===== src/rtl/cslw_pkg.sv =====
// ----------------------------------------------------------------------------
// cslw_pkg
// Shared types and constants for the LRU write-back cache set.
// ----------------------------------------------------------------------------
package cslw_pkg;

   localparam int WAYS     = 4;
   localparam int TAG_BITS = 32;
   localparam int WAY_BITS = (WAYS > 1) ? $clog2(WAYS) : 1;

   // request / response field widths
   localparam int REQ_TAG_W  = 32;
   localparam int OUTCOME_W  = 2;
   localparam int WAY_OUT_W  = 2;
   localparam int RSP_DATA_W = 8;

   typedef logic [TAG_BITS-1:0]  tag_type;
   typedef logic [WAY_BITS-1:0]  way_type;
   typedef logic [WAY_BITS-1:0]  rank_type;
   typedef logic [OUTCOME_W-1:0] outcome_type;

   localparam outcome_type OUT_HIT        = 2'd0;
   localparam outcome_type OUT_MISS       = 2'd1;
   localparam outcome_type OUT_MISS_DIRTY = 2'd2;

   localparam logic CMD_READ  = 1'b0;
   localparam logic CMD_WRITE = 1'b1;

   typedef enum logic [1:0] {
      ST_IDLE,
      ST_LOOKUP,
      ST_COMMIT
   } state_type;

   // controller -> datapath commands
   typedef struct packed {
      logic load_req;  // capture request
      logic lookup;    // register hit / victim decision
      logic commit;    // update set state, load response register
   } dp_cmd_type;

endpackage


===== src/rtl/cache_set_lru_writeback_unit.sv =====
// ----------------------------------------------------------------------------
// cache_set_lru_writeback_unit
// One set of a write-back, set-associative cache with true LRU replacement.
// ----------------------------------------------------------------------------
// Each request transfer carries a read/write command (req_tuser) and a line
// tag (req_tdata) and yields exactly one response transfer: the outcome (hit,
// miss, or miss evicting a dirty line) and the way that hit or was filled.
// Misses fill the lowest invalid way, else the least recently used way; a
// write marks the way dirty, a read fill leaves it clean. An access steps
// through the controller states accept, lookup and commit, and a new request
// is taken only once the previous access has committed; the response sits in
// an output register, and a new request is taken while it waits. A commit
// stalls only while the previous response is still untaken. No clearing pass
// follows reset: the set is empty and ready as soon as reset is released.
// ----------------------------------------------------------------------------
module cache_set_lru_writeback_unit
   import cslw_pkg::*;
(
   input  logic                  clock,
   input  logic                  reset,
   // request channel
   input  logic                  req_tvalid,
   output logic                  req_tready,
   input  logic [REQ_TAG_W-1:0]  req_tdata,   // [31:0] access_tag
   input  logic                  req_tuser,   // [0] cmd (0 read, 1 write)
   // response channel
   output logic                  rsp_tvalid,
   input  logic                  rsp_tready,
   output logic [RSP_DATA_W-1:0] rsp_tdata    // [1:0] outcome, [3:2] way_used
);

   dp_cmd_type dp_cmd;

   // sequencer: one access in flight at a time
   cslw_ctrl u_ctrl (
      .clock      (clock),
      .reset      (reset),
      .req_tvalid (req_tvalid),
      .req_tready (req_tready),
      .rsp_tvalid (rsp_tvalid),
      .rsp_tready (rsp_tready),
      .dp_cmd     (dp_cmd)
   );

   // way state, tag compare, LRU ranks and response payload
   cslw_datapath u_dp (
      .clock          (clock),
      .reset          (reset),
      .dp_cmd         (dp_cmd),
      .req_cmd        (req_tuser),
      .req_access_tag (req_tdata),
      .rsp_data       (rsp_tdata)
   );

endmodule


===== src/rtl/cslw_ctrl.sv =====
// ----------------------------------------------------------------------------
// cslw_ctrl
// Access sequencer: accept, look up, commit; owns the response valid flag.
// ----------------------------------------------------------------------------
module cslw_ctrl
   import cslw_pkg::*;
(
   input  logic       clock,
   input  logic       reset,
   input  logic       req_tvalid,
   output logic       req_tready,
   output logic       rsp_tvalid,
   input  logic       rsp_tready,
   output dp_cmd_type dp_cmd
);

   state_type state_ff, state_in;
   logic      rsp_valid_ff, rsp_valid_in;
   logic      out_free;

   // response register can take a new result this cycle
   assign out_free = !rsp_valid_ff || rsp_tready;

   always_comb begin
      state_in = state_ff;
      case (state_ff)
         ST_IDLE: begin
            if (req_tvalid) state_in = ST_LOOKUP;
         end
         ST_LOOKUP: begin
            state_in = ST_COMMIT;
         end
         ST_COMMIT: begin
            if (out_free) state_in = ST_IDLE;
         end
         default: begin
            state_in = ST_IDLE;
         end
      endcase
   end

   always_comb begin
      req_tready      = 1'b0;
      dp_cmd.load_req = 1'b0;
      dp_cmd.lookup   = 1'b0;
      dp_cmd.commit   = 1'b0;
      case (state_ff)
         ST_IDLE: begin
            req_tready      = 1'b1;
            dp_cmd.load_req = req_tvalid;
         end
         ST_LOOKUP: begin
            dp_cmd.lookup = 1'b1;
         end
         ST_COMMIT: begin
            dp_cmd.commit = out_free;
         end
         default: begin
            req_tready = 1'b0;
         end
      endcase
   end

   always_comb begin
      rsp_valid_in = rsp_valid_ff;
      if (rsp_valid_ff && rsp_tready) rsp_valid_in = 1'b0;
      if (dp_cmd.commit) rsp_valid_in = 1'b1;
   end

   assign rsp_tvalid = rsp_valid_ff;

   always_ff @(posedge clock) begin
      if (reset) begin
         state_ff     <= ST_IDLE;
         rsp_valid_ff <= 1'b0;
      end else begin
         state_ff     <= state_in;
         rsp_valid_ff <= rsp_valid_in;
      end
   end

endmodule


===== src/rtl/cslw_datapath.sv =====
// ----------------------------------------------------------------------------
// cslw_datapath
// Way state (valid, dirty, tag, recency rank), lookup and response payload.
// ----------------------------------------------------------------------------
module cslw_datapath
   import cslw_pkg::*;
(
   input  logic                   clock,
   input  logic                   reset,
   input  dp_cmd_type             dp_cmd,
   input  logic                   req_cmd,
   input  logic [REQ_TAG_W-1:0]   req_access_tag,
   output logic [RSP_DATA_W-1:0]  rsp_data
);

   logic        valid_ff [WAYS];
   logic        dirty_ff [WAYS];
   tag_type     tag_ff   [WAYS];
   rank_type    rank_ff  [WAYS];

   logic        cmd_ff;
   tag_type     req_tag_ff;

   logic        hit_ff, hit_in;
   way_type     way_ff, way_in;
   logic        evict_dirty_ff, evict_dirty_in;

   outcome_type outcome_ff;
   way_type     rsp_way_ff;

   logic        any_free;
   way_type     hit_way, free_way, old_way;
   rank_type    touched_rank;

   // parallel compare; loop runs high to low so the lowest way wins
   always_comb begin
      hit_in   = 1'b0;
      any_free = 1'b0;
      hit_way  = '0;
      free_way = '0;
      old_way  = '0;
      for (int i = WAYS - 1; i >= 0; i--) begin
         if (valid_ff[i] && (tag_ff[i] == req_tag_ff)) begin
            hit_in  = 1'b1;
            hit_way = way_type'(i);
         end
         if (!valid_ff[i]) begin
            any_free = 1'b1;
            free_way = way_type'(i);
         end
         if (rank_ff[i] == '0) old_way = way_type'(i);
      end
      if (hit_in)        way_in = hit_way;
      else if (any_free) way_in = free_way;
      else               way_in = old_way;
      evict_dirty_in = !hit_in && !any_free && dirty_ff[old_way];
   end

   assign touched_rank = rank_ff[way_ff];

   always_ff @(posedge clock) begin
      if (reset) begin
         for (int i = 0; i < WAYS; i++) begin
            valid_ff[i] <= 1'b0;
            dirty_ff[i] <= 1'b0;
            tag_ff[i]   <= '1;
            rank_ff[i]  <= rank_type'(i);
         end
      end else if (dp_cmd.commit) begin
         for (int i = 0; i < WAYS; i++) begin
            if (way_type'(i) == way_ff) begin
               rank_ff[i] <= rank_type'(WAYS - 1);
            end else if (rank_ff[i] > touched_rank) begin
               rank_ff[i] <= rank_ff[i] - rank_type'(1);
            end
         end
         if (hit_ff) begin
            if (cmd_ff == CMD_WRITE) dirty_ff[way_ff] <= 1'b1;
         end else begin
            valid_ff[way_ff] <= 1'b1;
            dirty_ff[way_ff] <= (cmd_ff == CMD_WRITE);
            tag_ff[way_ff]   <= req_tag_ff;
         end
      end
   end

   // request and decision registers; payload only
   always_ff @(posedge clock) begin
      if (dp_cmd.load_req) begin
         cmd_ff     <= req_cmd;
         req_tag_ff <= tag_type'(req_access_tag);
      end
      if (dp_cmd.lookup) begin
         hit_ff         <= hit_in;
         way_ff         <= way_in;
         evict_dirty_ff <= evict_dirty_in;
      end
      if (dp_cmd.commit) begin
         rsp_way_ff <= way_ff;
         if (hit_ff)              outcome_ff <= OUT_HIT;
         else if (evict_dirty_ff) outcome_ff <= OUT_MISS_DIRTY;
         else                     outcome_ff <= OUT_MISS;
      end
   end

   assign rsp_data = {{(RSP_DATA_W - OUTCOME_W - WAY_OUT_W){1'b0}},
                      WAY_OUT_W'(rsp_way_ff), outcome_ff};

endmodule


===== config.mk =====
export PLATFORM = sky130hd
export DESIGN_NAME = cache_set_lru_writeback_unit
export DESIGN_NICKNAME = d
export VERILOG_FILES = /design/src/rtl/cslw_pkg.sv /design/src/rtl/cache_set_lru_writeback_unit.sv /design/src/rtl/cslw_ctrl.sv /design/src/rtl/cslw_datapath.sv
export SDC_FILE = /design/constraint.sdc
export NUM_CORES = 1
export LEC_CHECK = 0
export ABC_CLOCK_PERIOD_IN_PS = 5900
export BUFFER_PORTS_ARGS = -buffer_cell sky130_fd_sc_hd__buf_2
export CORE_MARGIN = 10
export CORE_UTILIZATION = 45
export DETAILED_ROUTE_END_ITERATION = 6
export SLEW_MARGIN = 5
export SYNTH_ARGS = -nofsm -noshare
export SYNTH_HDL_FRONTEND = slang
export SYNTH_SLANG_ARGS = --single-unit

===== constraint.sdc =====
create_clock -name clock -period 5.9 [get_ports clock]
set_clock_uncertainty 0.1 [all_clocks]
set_input_delay 0.885 -clock clock [delete_from_list [all_inputs] [get_ports clock]]
set_output_delay 0.885 -clock clock [all_outputs]
set_load 0.02 [all_outputs]

==> results.yml, run 1 <==
placed_design:
  dpl.cell_count: 972
  detailed_place_hpwl_mm: 13.9
  io_buffers: 42
  gp_congestion: 0.803
synth:
  synth.yosys.warnings: 0
  synth_seq_cells: 190
  synth_ff_type: "edfxtp_1"
  seq_area_frac_synth: 0.599
  synthArstFlopShare: 0
  synth-edff-count: 185
  synth_area_um2: 9440
  syn_area_per_cell_um2: 13.4
  syn_inst: 707
  synth_cell_type_count: 57
timing:
  fmax_mhz: 246
  period_share: 0.689
  drv_slew: 0
  rsz0062_at_grt: "false"
  slew_headroom: 0.261
  tns_ns: 0
  period_minus_slack_ns: 4.07
  finalSetupViolCount: 0
  worstMarginPinSlew_ns: 1.11
  fin_hold_ws_ns: 0.413
  hold_violations: 0
drt:
  drt_first_pass_iters: 5
  viasPerCell: 5.27
  route.detailed.drc: 0
  drtIter0Drc: 377
  wirelength_mm: 20.2
  vias: 5291
  postRouteAntennaNets: 0
  wl_per_cell_um: 20.2
worst_setup_path:
  path_cells: "buf_2 > nand2b_1 > nand2_1 > nor2_2 > nand2_2 > inv_2 > nand2_1 > nand2b_1 > buf_4"
  r2r_slack_ns: 1.96
  cp_slowest_cell: "nand2_1"
  timing.setup.critical_path_class: "in -> reg"
  cp.buffers_inverters: 3
  crit_family: "simple AND/OR/NAND/NOR gates"
  critPathRequiredTime_ns: 5.89
  crit_fanout: 36
  arrival_ns: 4.06
  end_kind: "flop"
  critPathMaxStageDelay_ns: 0.71
  start_kind: "primary input"
grt:
  grt_pass1_vias: 5286
  grt_remaining_overflow: 0
  grt_pass1_wl_mm: 31.3
  grt_max_degree: 38
  grt_use_total: 0.156
  grt_antenna_before_repair: 0
layout:
  final_cells: 1004
  drive_gt1_frac: 0.172
  antenna_cells: 0
  nets: 770
  area_growth_pct: 8.40
  fin_util: 0.501
  fill_cells: 1810
clocking:
  cts-root-buf: "clkbuf_16"
  clk_pin_slew_ns: 0.07
  htree_num_levels: 4
  hold_buffers: 0
  clockBufferDepth: 2
  cts_buffers: 17
  cts-resized-gates: 0
  cts_num_sinks: 190
  clock_latency_ns: 0.44
  cts_tree: "built"
  cts_setup_buffers: 0
hold_path:
  min_path_type: "reg -> reg"
floorplan:
  initial_core_util: 0.462
  ios: 47
  dieArea_um2: 27200
  die_w_um: 165
  rows: 52
  die_h_um: 165
  core_area_um2: 20400
pwr:
  power.leakage_uw: 0.00297
  powerDensity_nw_per_um2: 287
  vdd.ir_drop.worst_v: 0.000224
status:
  status: "completed"
flow_run:
  max_cap_violations: 0
==> state kept, by name, summed over array words and instances (netlist names), named ones only <==
name and flops:
u_dp.valid_ff 4, u_dp.evict_dirty_ff 1, u_dp.hit_ff 1, u_dp.way_ff 2, u_dp.rsp_way_ff 2, u_dp.req_tag_ff 32, u_dp.rank_ff 8, u_dp.cmd_ff 1
u_dp.dirty_ff 4, u_dp.outcome_ff 2, u_ctrl.rsp_tvalid 1, u_dp.tag_ff 128, u_ctrl.state_ff 2
==> cells in the mapped netlist, drive strengths merged, types with 2 or more instances <==
| library cell | count | share of area |
|---|---|---|
| nand2b | 38 | 0.025 |
| buf | 37 | 0.038 |
| xor2 | 91 | 0.096 |
| ha | 12 | 0.016 |
| dfxtp | 5 | 0.011 |
| nand4b | 2 | 0.0019 |
| nand3 | 10 | 0.0058 |
| edfxtp | 185 | 0.59 |
| nor2b | 8 | 0.0053 |
| nor4 | 28 | 0.019 |
| a21oi | 12 | 0.0064 |
| o21a | 2 | 0.0016 |
| nand2 | 16 | 0.0066 |
| and3 | 2 | 0.0013 |
| clkbuf | 18 | 0.0072 |
| nand4 | 19 | 0.013 |
| o21bai | 3 | 0.0024 |
| nor3 | 10 | 0.0064 |
| inv | 21 | 0.0083 |
| o21ai | 11 | 0.0058 |
| nor2 | 12 | 0.0050 |
| or3 | 33 | 0.023 |
| or4 | 3 | 0.0024 |
| and2 | 4 | 0.0027 |
| or2 | 67 | 0.044 |
| a21o | 5 | 0.0040 |
| xnor2 | 37 | 0.034 |
| mux4 | 2 | 0.0048 |
==> worst paths after layout <==
| path | depth (start not counted) | start | to |
|---|---|---|---|
| worst min-delay path | 2 | u_ctrl.state_ff[1] | u_ctrl.rsp_tvalid |
| worst min register to register | 2 | u_ctrl.state_ff[1] | u_ctrl.rsp_tvalid |
| worst max-delay path | 9 | rsp_tready | u_dp.tag_ff[2][14] |
| worst max register to register | 8 | u_ctrl.state_ff[0] | u_dp.tag_ff[2][14] |
==> routing by layer <==
metal,up-vias,share of wire,global-route usage
met1,2639,0.44,0.202
met4,0,0.016,0.0495
li1,2505,-,-
met2,126,0.49,0.255
met5,-,0,0
met3,21,0.049,0.0351
==> power breakdown <==
group | internal, µW | total, µW | switching (µW)
Combinational | 67.8 | 168 | 100
Sequential | 1510 | 1570 | 63.5
Clock | 649 | 1200 | 550
==> metrics by stage <==
step | power [µW] | setup slack, ns | area [µm²]
after floorplan | 1720 | 2.92 | 9450
after global placement | 1760 | 1.54 | 9610
after detailed placement | 1770 | 1.38 | 9610
after CTS | 2970 | 1.82 | 10200
after global routing | 3050 | 1.50 | 10200
final | 2940 | 1.83 | 10200
==> final cells by class <==
cell class,instances,area [µm²],area share
flip-flops and latches,190,5660,0.553
multi-input cells,444,3290,0.321
clock buffers,17,425,0.0416
well taps,270,338,0.0330
repair buffers,47,248,0.0242
clock inverters,15,199,0.0194
inverters,21,78.8,0.00770
==> tightest hold or removal path, cell delays in order (launching register included) <==
cell and delay, ns:
dfxtp_1 0.33, nand2b_1 0.07, a21oi_1 0.06
==> cells by family after synthesis <==
group                      synth area share
and+or+nand+nor                       0.168
DFF                                   0.599
xor gates and xnor gates              0.130
buffers and inverters                0.0538
AOI/OAI and AO/OA                    0.0270
adders and majority gates            0.0159
muxes                               0.00583
other                              0.000397
==> cell usage in the layout (no fill, tap or decap), types with 3 or more instances in the layout <==
cell,count
edfxtp_1,185
xor2_1,77
or2_1,50
buf_2,42
nand2b_1,37
xnor2_1,37
or3_1,31
nor4_1,27
inv_1,20
nand4_1,18
or2_2,17
clkbuf_16,17
nand2_1,15
xor2_2,14
a21oi_1,12
ha_1,12
nor2_1,11
nand3_1,9
o21ai_0,9
nor3_1,8
nor2b_1,8
a21o_1,5
dfxtp_1,5
buf_4,5
conb_1,4
inv_8,4
or4_1,3
and2_1,3
o21bai_1,3
clkinv_8,3
No activity file was read; power rests on OpenSTA's default activity.
==> run 2, diff against run 1 <==
Settings changed: ABC_CLOCK_PERIOD_IN_PS 5900 to 4200.
Clock period 5.9 ns to 4.2 ns, I/O delays scaled along.
==> results.yml, run 2 (synthesis results as in run 1) <==
flow_run:
  max_cap_violations: 0
layout:
  fill_cells: 1814
  largest_register_ff_count: 128
  area_growth_pct: 8.46
  final_cell_area_um2: 10200
  top_register: "u_dp.tag_ff"
  antenna_cells: 0
  layout_commonest_cell: "edfxtp_1"
  layout_common_cells: "185 x edfxtp_1, 77 x xor2_1, 50 x or2_1"
  nets: 776
  drive_gt1_frac: 0.177
  top_regs: "u_dp.tag_ff (128), u_dp.req_tag_ff (32), u_dp.rank_ff (8)"
clocking:
  cts-resized-gates: 0
  clk_pin_slew_ns: 0.08
  cts_setup_buffers: 0
  clockBufferDepth: 2
  cts-root-buf: "clkbuf_16"
  clock_latency_ns: 0.43
  htree_num_levels: 4
  hold_buffers: 0
  cts_num_sinks: 190
  cts_tree: "built"
  cts_buffers: 17
pwr:
  powerDensity_nw_per_um2: 393
  vdd.ir_drop.worst_v: 0.000246
  power.leakage_uw: 0.00297
worst_setup_path:
  r2r_slack_ns: 1.20
  critPathRequiredTime_ns: 4.26
  cp.buffers_inverters: 0
  end_kind: "flop"
  crit_family: "simple AND/OR/NAND/NOR gates"
  crit_fanout: 8
  start_kind: "flop"
  path_cells: "xor2_1 > nor4_1 > nand4_1 > nor4_2 > or4b_4 > a2111oi_4"
  arrival_ns: 3.06
  cp_slowest_cell: "nor4_1"
  timing.setup.critical_path_class: "reg -> reg"
  critPathMaxStageDelay_ns: 0.74
placed_design:
  detailed_place_hpwl_mm: 14.5
  place_area_um2: 9670
  io_buffers: 42
  gp_congestion: 0.886
timing:
  period_share: 0.715
  drv_slew: 0
  worstMarginPinSlew_ns: 1.00
  slew_headroom: 0.329
  fmax_mhz: 333
  finalSetupViolCount: 0
  tns_ns: 0
  rsz0062_at_grt: "false"
  hold_violations: 0
  period_minus_slack_ns: 3.00
drt:
  vias: 5309
  wirelength_mm: 21.0
  route.detailed.drc: 0
  drt_first_pass_iters: 5
  postRouteAntennaNets: 0
  wl_per_cell_um: 20.8
  viasPerCell: 5.26
  drtIter0Drc: 477
floorplan:
  rows: 52
  core_area_um2: 20400
  die_w_um: 165
  initial_core_util: 0.462
  ios: 47
  die_h_um: 165
  dieArea_um2: 27200
grt:
  grt_use_total: 0.162
  grt_pass1_wl_mm: 32.9
  grtUsageMet1: 0.207
  grt_pass1_vias: 5578
  grt_remaining_overflow: 0
  met3_usage: 0.0311
  grt_max_degree: 38
  grt-busiest-layer: "met2"
  met2_usage: 0.275
  grt_antenna_before_repair: 0
status:
  status: "completed"
hold_path:
  min_path_type: "in -> reg"
-- run 2: cell count changes in the layout (fill, tap and decap cells not counted), moves of 2 or more --
| cell | delta |
|---|---|
| clkinv_8 | -2 |
| clkinvlp_4 | +2 |
| buf_4 | +5 |
| inv_8 | +2 |
| bufinv_16 | -2 |
| clkinv_2 | -2 |
-- run 2: final cells by class --
cell class	instances	area (µm²)	share of cell area
clock buffer	17	425	0.0415
multi-input combinational	444	3290	0.321
timing repair buffer	53	305	0.0298
sequential	190	5660	0.552
clock inverter	15	146	0.0143
inverter	21	78.8	0.00770
tap	270	338	0.0330
-- run 2: layer usage --
layer,share of wire,vias up
met5,0,-
met1,0.44,2647
li1,-,2512
met3,0.044,14
met2,0.50,136
met4,0.016,0
-- run 2: path summary, 6_finish.rpt --
| kind | startpoint | endpoint | cells after the start |
|---|---|---|---|
| worst max register to register | u_dp.req_tag_ff[1] | u_dp.evict_dirty_ff | 6 |
| worst max-delay path | u_dp.req_tag_ff[1] | u_dp.evict_dirty_ff | 6 |
| worst min register to register | u_ctrl.state_ff[1] | u_ctrl.rsp_tvalid | 2 |
| worst min-delay path | req_tdata[24] | u_dp.req_tag_ff[24] | 1 |
-- run 2: power breakdown --
part / internal (µW) / switching [µW] / total, µW / leakage, µW
sequential: 2120 / 89.1 / 2210 / 0.00146
combinational: 98.5 / 147 / 245 / 0.00123
clock: 791 / 777 / 1570 / 0.000276
total: 3010 / 1010 / 4020 / 0.00297
-- run 2: per-stage QoR --
step           power, µW  setup WS (ns)  hold slack [ns]  instances  utilization
2_1_floorplan       2410           1.47            0.349        710            -
3_3_place_gp        2490          0.974            0.382        978        0.473
3_5_place_dp        2500          0.879            0.419        978        0.473
4_1_cts             4050           1.19            0.249       1010        0.501
5_1_grt             4170          0.928            0.245       1010        0.501
6_report            4020           1.20            0.265       1010        0.501
==> run 3, diff against run 2 <==
Settings changed: ABC_AREA from default to 1, ABC_CLOCK_PERIOD_IN_PS 4200 to 3100.
Clock period 4.2 ns to 3.1 ns, I/O delays scaled along.
==> results.yml, run 3 <==
timing:
  worstMarginPinSlew_ns: 0.682
  period_minus_slack_ns: 2.51
  hold_violations: 0
  finalSetupViolCount: 0
  slew_headroom: 0.545
  drv_slew: 0
  tns_ns: 0
  fmax_mhz: 399
  period_share: 0.809
  rsz0062_at_grt: "false"
layout:
  seq_area_um2: 5660
  drive_gt1_frac: 0.0996
  area_growth_pct: 11.4
  fill_cells: 1896
  top_regs: "u_dp.tag_ff (128), u_dp.req_tag_ff (32), u_dp.rank_ff (8)"
  multiInputGateArea_um2: 3040
  layout_commonest_cell: "nand2_1"
  nets: 1120
  antenna_cells: 0
  largest_register_ff_count: 128
  layout_common_cells: "408 x nand2_1, 185 x edfxtp_1, 133 x inv_1"
  top_register: "u_dp.tag_ff"
synth:
  syn_area_per_cell_um2: 9.17
  synth_seq_cells: 190
  yosysMostFrequentCell: "nand2_1"
  synth_top_area_frac: 0.593
  synth-edff-count: 185
  synth_area_um2: 9380
  synth.yosys.warnings: 0
  synth_cell_type_count: 38
  synth_largest_area_cell: "edfxtp_1"
  syn_inst: 1022
  synth_common_cells: "408 x nand2_1, 185 x edfxtp_1, 133 x inv_1"
  seq_area_frac_synth: 0.603
  synth_ff_type: "edfxtp_1"
  synthTopCellsByArea: "edfxtp_1 59%, nand2_1 16%, inv_1 5.3%, nor2_1 3.6%, xnor2_1 2.3%"
  synthArstFlopShare: 0
grt:
  grt_pass1_vias: 6381
  grt_remaining_overflow: 0
  grt_use_total: 0.174
  grt_antenna_before_repair: 0
  met2_usage: 0.281
  grt_pass1_wl_mm: 35.6
  grt_max_degree: 34
  met3_usage: 0.0310
  grt-busiest-layer: "met2"
  grtUsageMet1: 0.236
placed_design:
  gp_congestion: 0.901
  io_buffers: 42
  detailed_place_hpwl_mm: 16.3
pwr:
  vdd.ir_drop.worst_v: 0.000355
  power.leakage_uw: 0.00436
  powerDensity_nw_per_um2: 517
  power_uw: 5400
clocking:
  cts_buffers: 17
  cts-root-buf: "clkbuf_16"
  cts-resized-gates: 0
  htree_num_levels: 4
  cts_num_sinks: 190
  hold_buffers: 0
  clk_pin_slew_ns: 0.07
  clockBufferDepth: 2
  cts_setup_buffers: 0
  cts_tree: "built"
  clock_latency_ns: 0.43
floorplan:
  die_h_um: 164
  dieArea_um2: 27000
  rows: 52
  die_w_um: 164
  initial_core_util: 0.460
  ios: 47
  core_area_um2: 20400
drt:
  drtIter0Drc: 499
  wirelength_mm: 22.9
  wl_per_cell_um: 16.9
  postRouteAntennaNets: 0
  route.detailed.drc: 0
  vias: 6655
  drt_first_pass_iters: 5
  viasPerCell: 4.92
worst_setup_path:
  critPathRequiredTime_ns: 3.15
  timing.setup.critical_path_class: "reg -> reg"
  critPathLaunch: "u_dp.rank_ff[3][1]"
  start_kind: "flop"
  r2r-start: "u_dp.rank_ff[3][1]"
  arrival_ns: 2.56
  crit_fanout: 4
  end_kind: "flop"
hold_path:
  hold_path_startpoint: "req_tdata[29]"
  min_path_type: "in -> reg"
flow_run:
  max_cap_violations: 0
status:
  status: "completed"
## run 3: logic make-up (layout without fill, tap and decap cells)
logic type,Yosys count,count (layout),synth area share
and+or+nand+nor,547,547,0.233
DFF,190,190,0.603
buffers and inverters,173,232,0.0781
AOI/OAI and AO/OA,65,65,0.0372
xor gates and xnor gates,34,34,0.0318
adders and majority gates,12,12,0.0160
other,1,4,0.000400
## run 3: layout make-up
type	instances	share of cell area
clock inverter	13	0.0110
clock buffer	19	0.0415
sequential	190	0.542
inverter	150	0.0539
timing repair buffer	50	0.0283
tap	270	0.0323
multi-input combinational	662	0.291
## run 3: stage by stage
stage | util | cells | area (µm²) | hold slack [ns] | setup WS, ns
6_report | 0.513 | 1354 | 10400 | 0.103 | 0.591
5_1_grt | 0.513 | 1354 | 10400 | 0.0846 | 0.312
4_1_cts | 0.513 | 1354 | 10400 | 0.0828 | 0.584
3_5_place_dp | 0.486 | 1322 | 9900 | 0.440 | 0.610
3_3_place_gp | 0.486 | 1322 | 9900 | 0.434 | 0.707
2_1_floorplan | - | 1025 | 9390 | 0.383 | -0.761
## run 3: per-layer routing
| metal | vias to the layer above | wire length, µm |
|---|---|---|
| li1 | 3324 | - |
| met4 | 0 | 349 |
| met3 | 28 | 1240 |
| met2 | 178 | 10900 |
| met1 | 3125 | 10400 |
| met5 | - | 0 |
## run 3: where the power goes
group	total [µW]	internal, µW	switching, µW
clock network	2080	1110	968
logic	396	118	278
registers	2930	2870	61.0
## run 3: critical path, cell delays in order (launching register included)
cell and delay [ns]:
edfxtp_1 0.40, inv_1 0.08, o21ai_0 0.08, o21ai_0 0.50, ha_1 0.35, a211oi_1 0.37, o21ai_0 0.20, nand2_1 0.14
## run 3: worst paths after layout
| kind | end | slack (ns) | depth (start not counted) |
|---|---|---|---|
| worst min register to register | u_dp.outcome_ff[0] | 0.45 | 1 |
| worst min-delay path | u_dp.req_tag_ff[29] | 0.10 | 1 |
| worst max register to register | u_dp.rank_ff[0][0] | 0.59 | 7 |
| worst max-delay path | u_dp.rank_ff[0][0] | 0.59 | 7 |
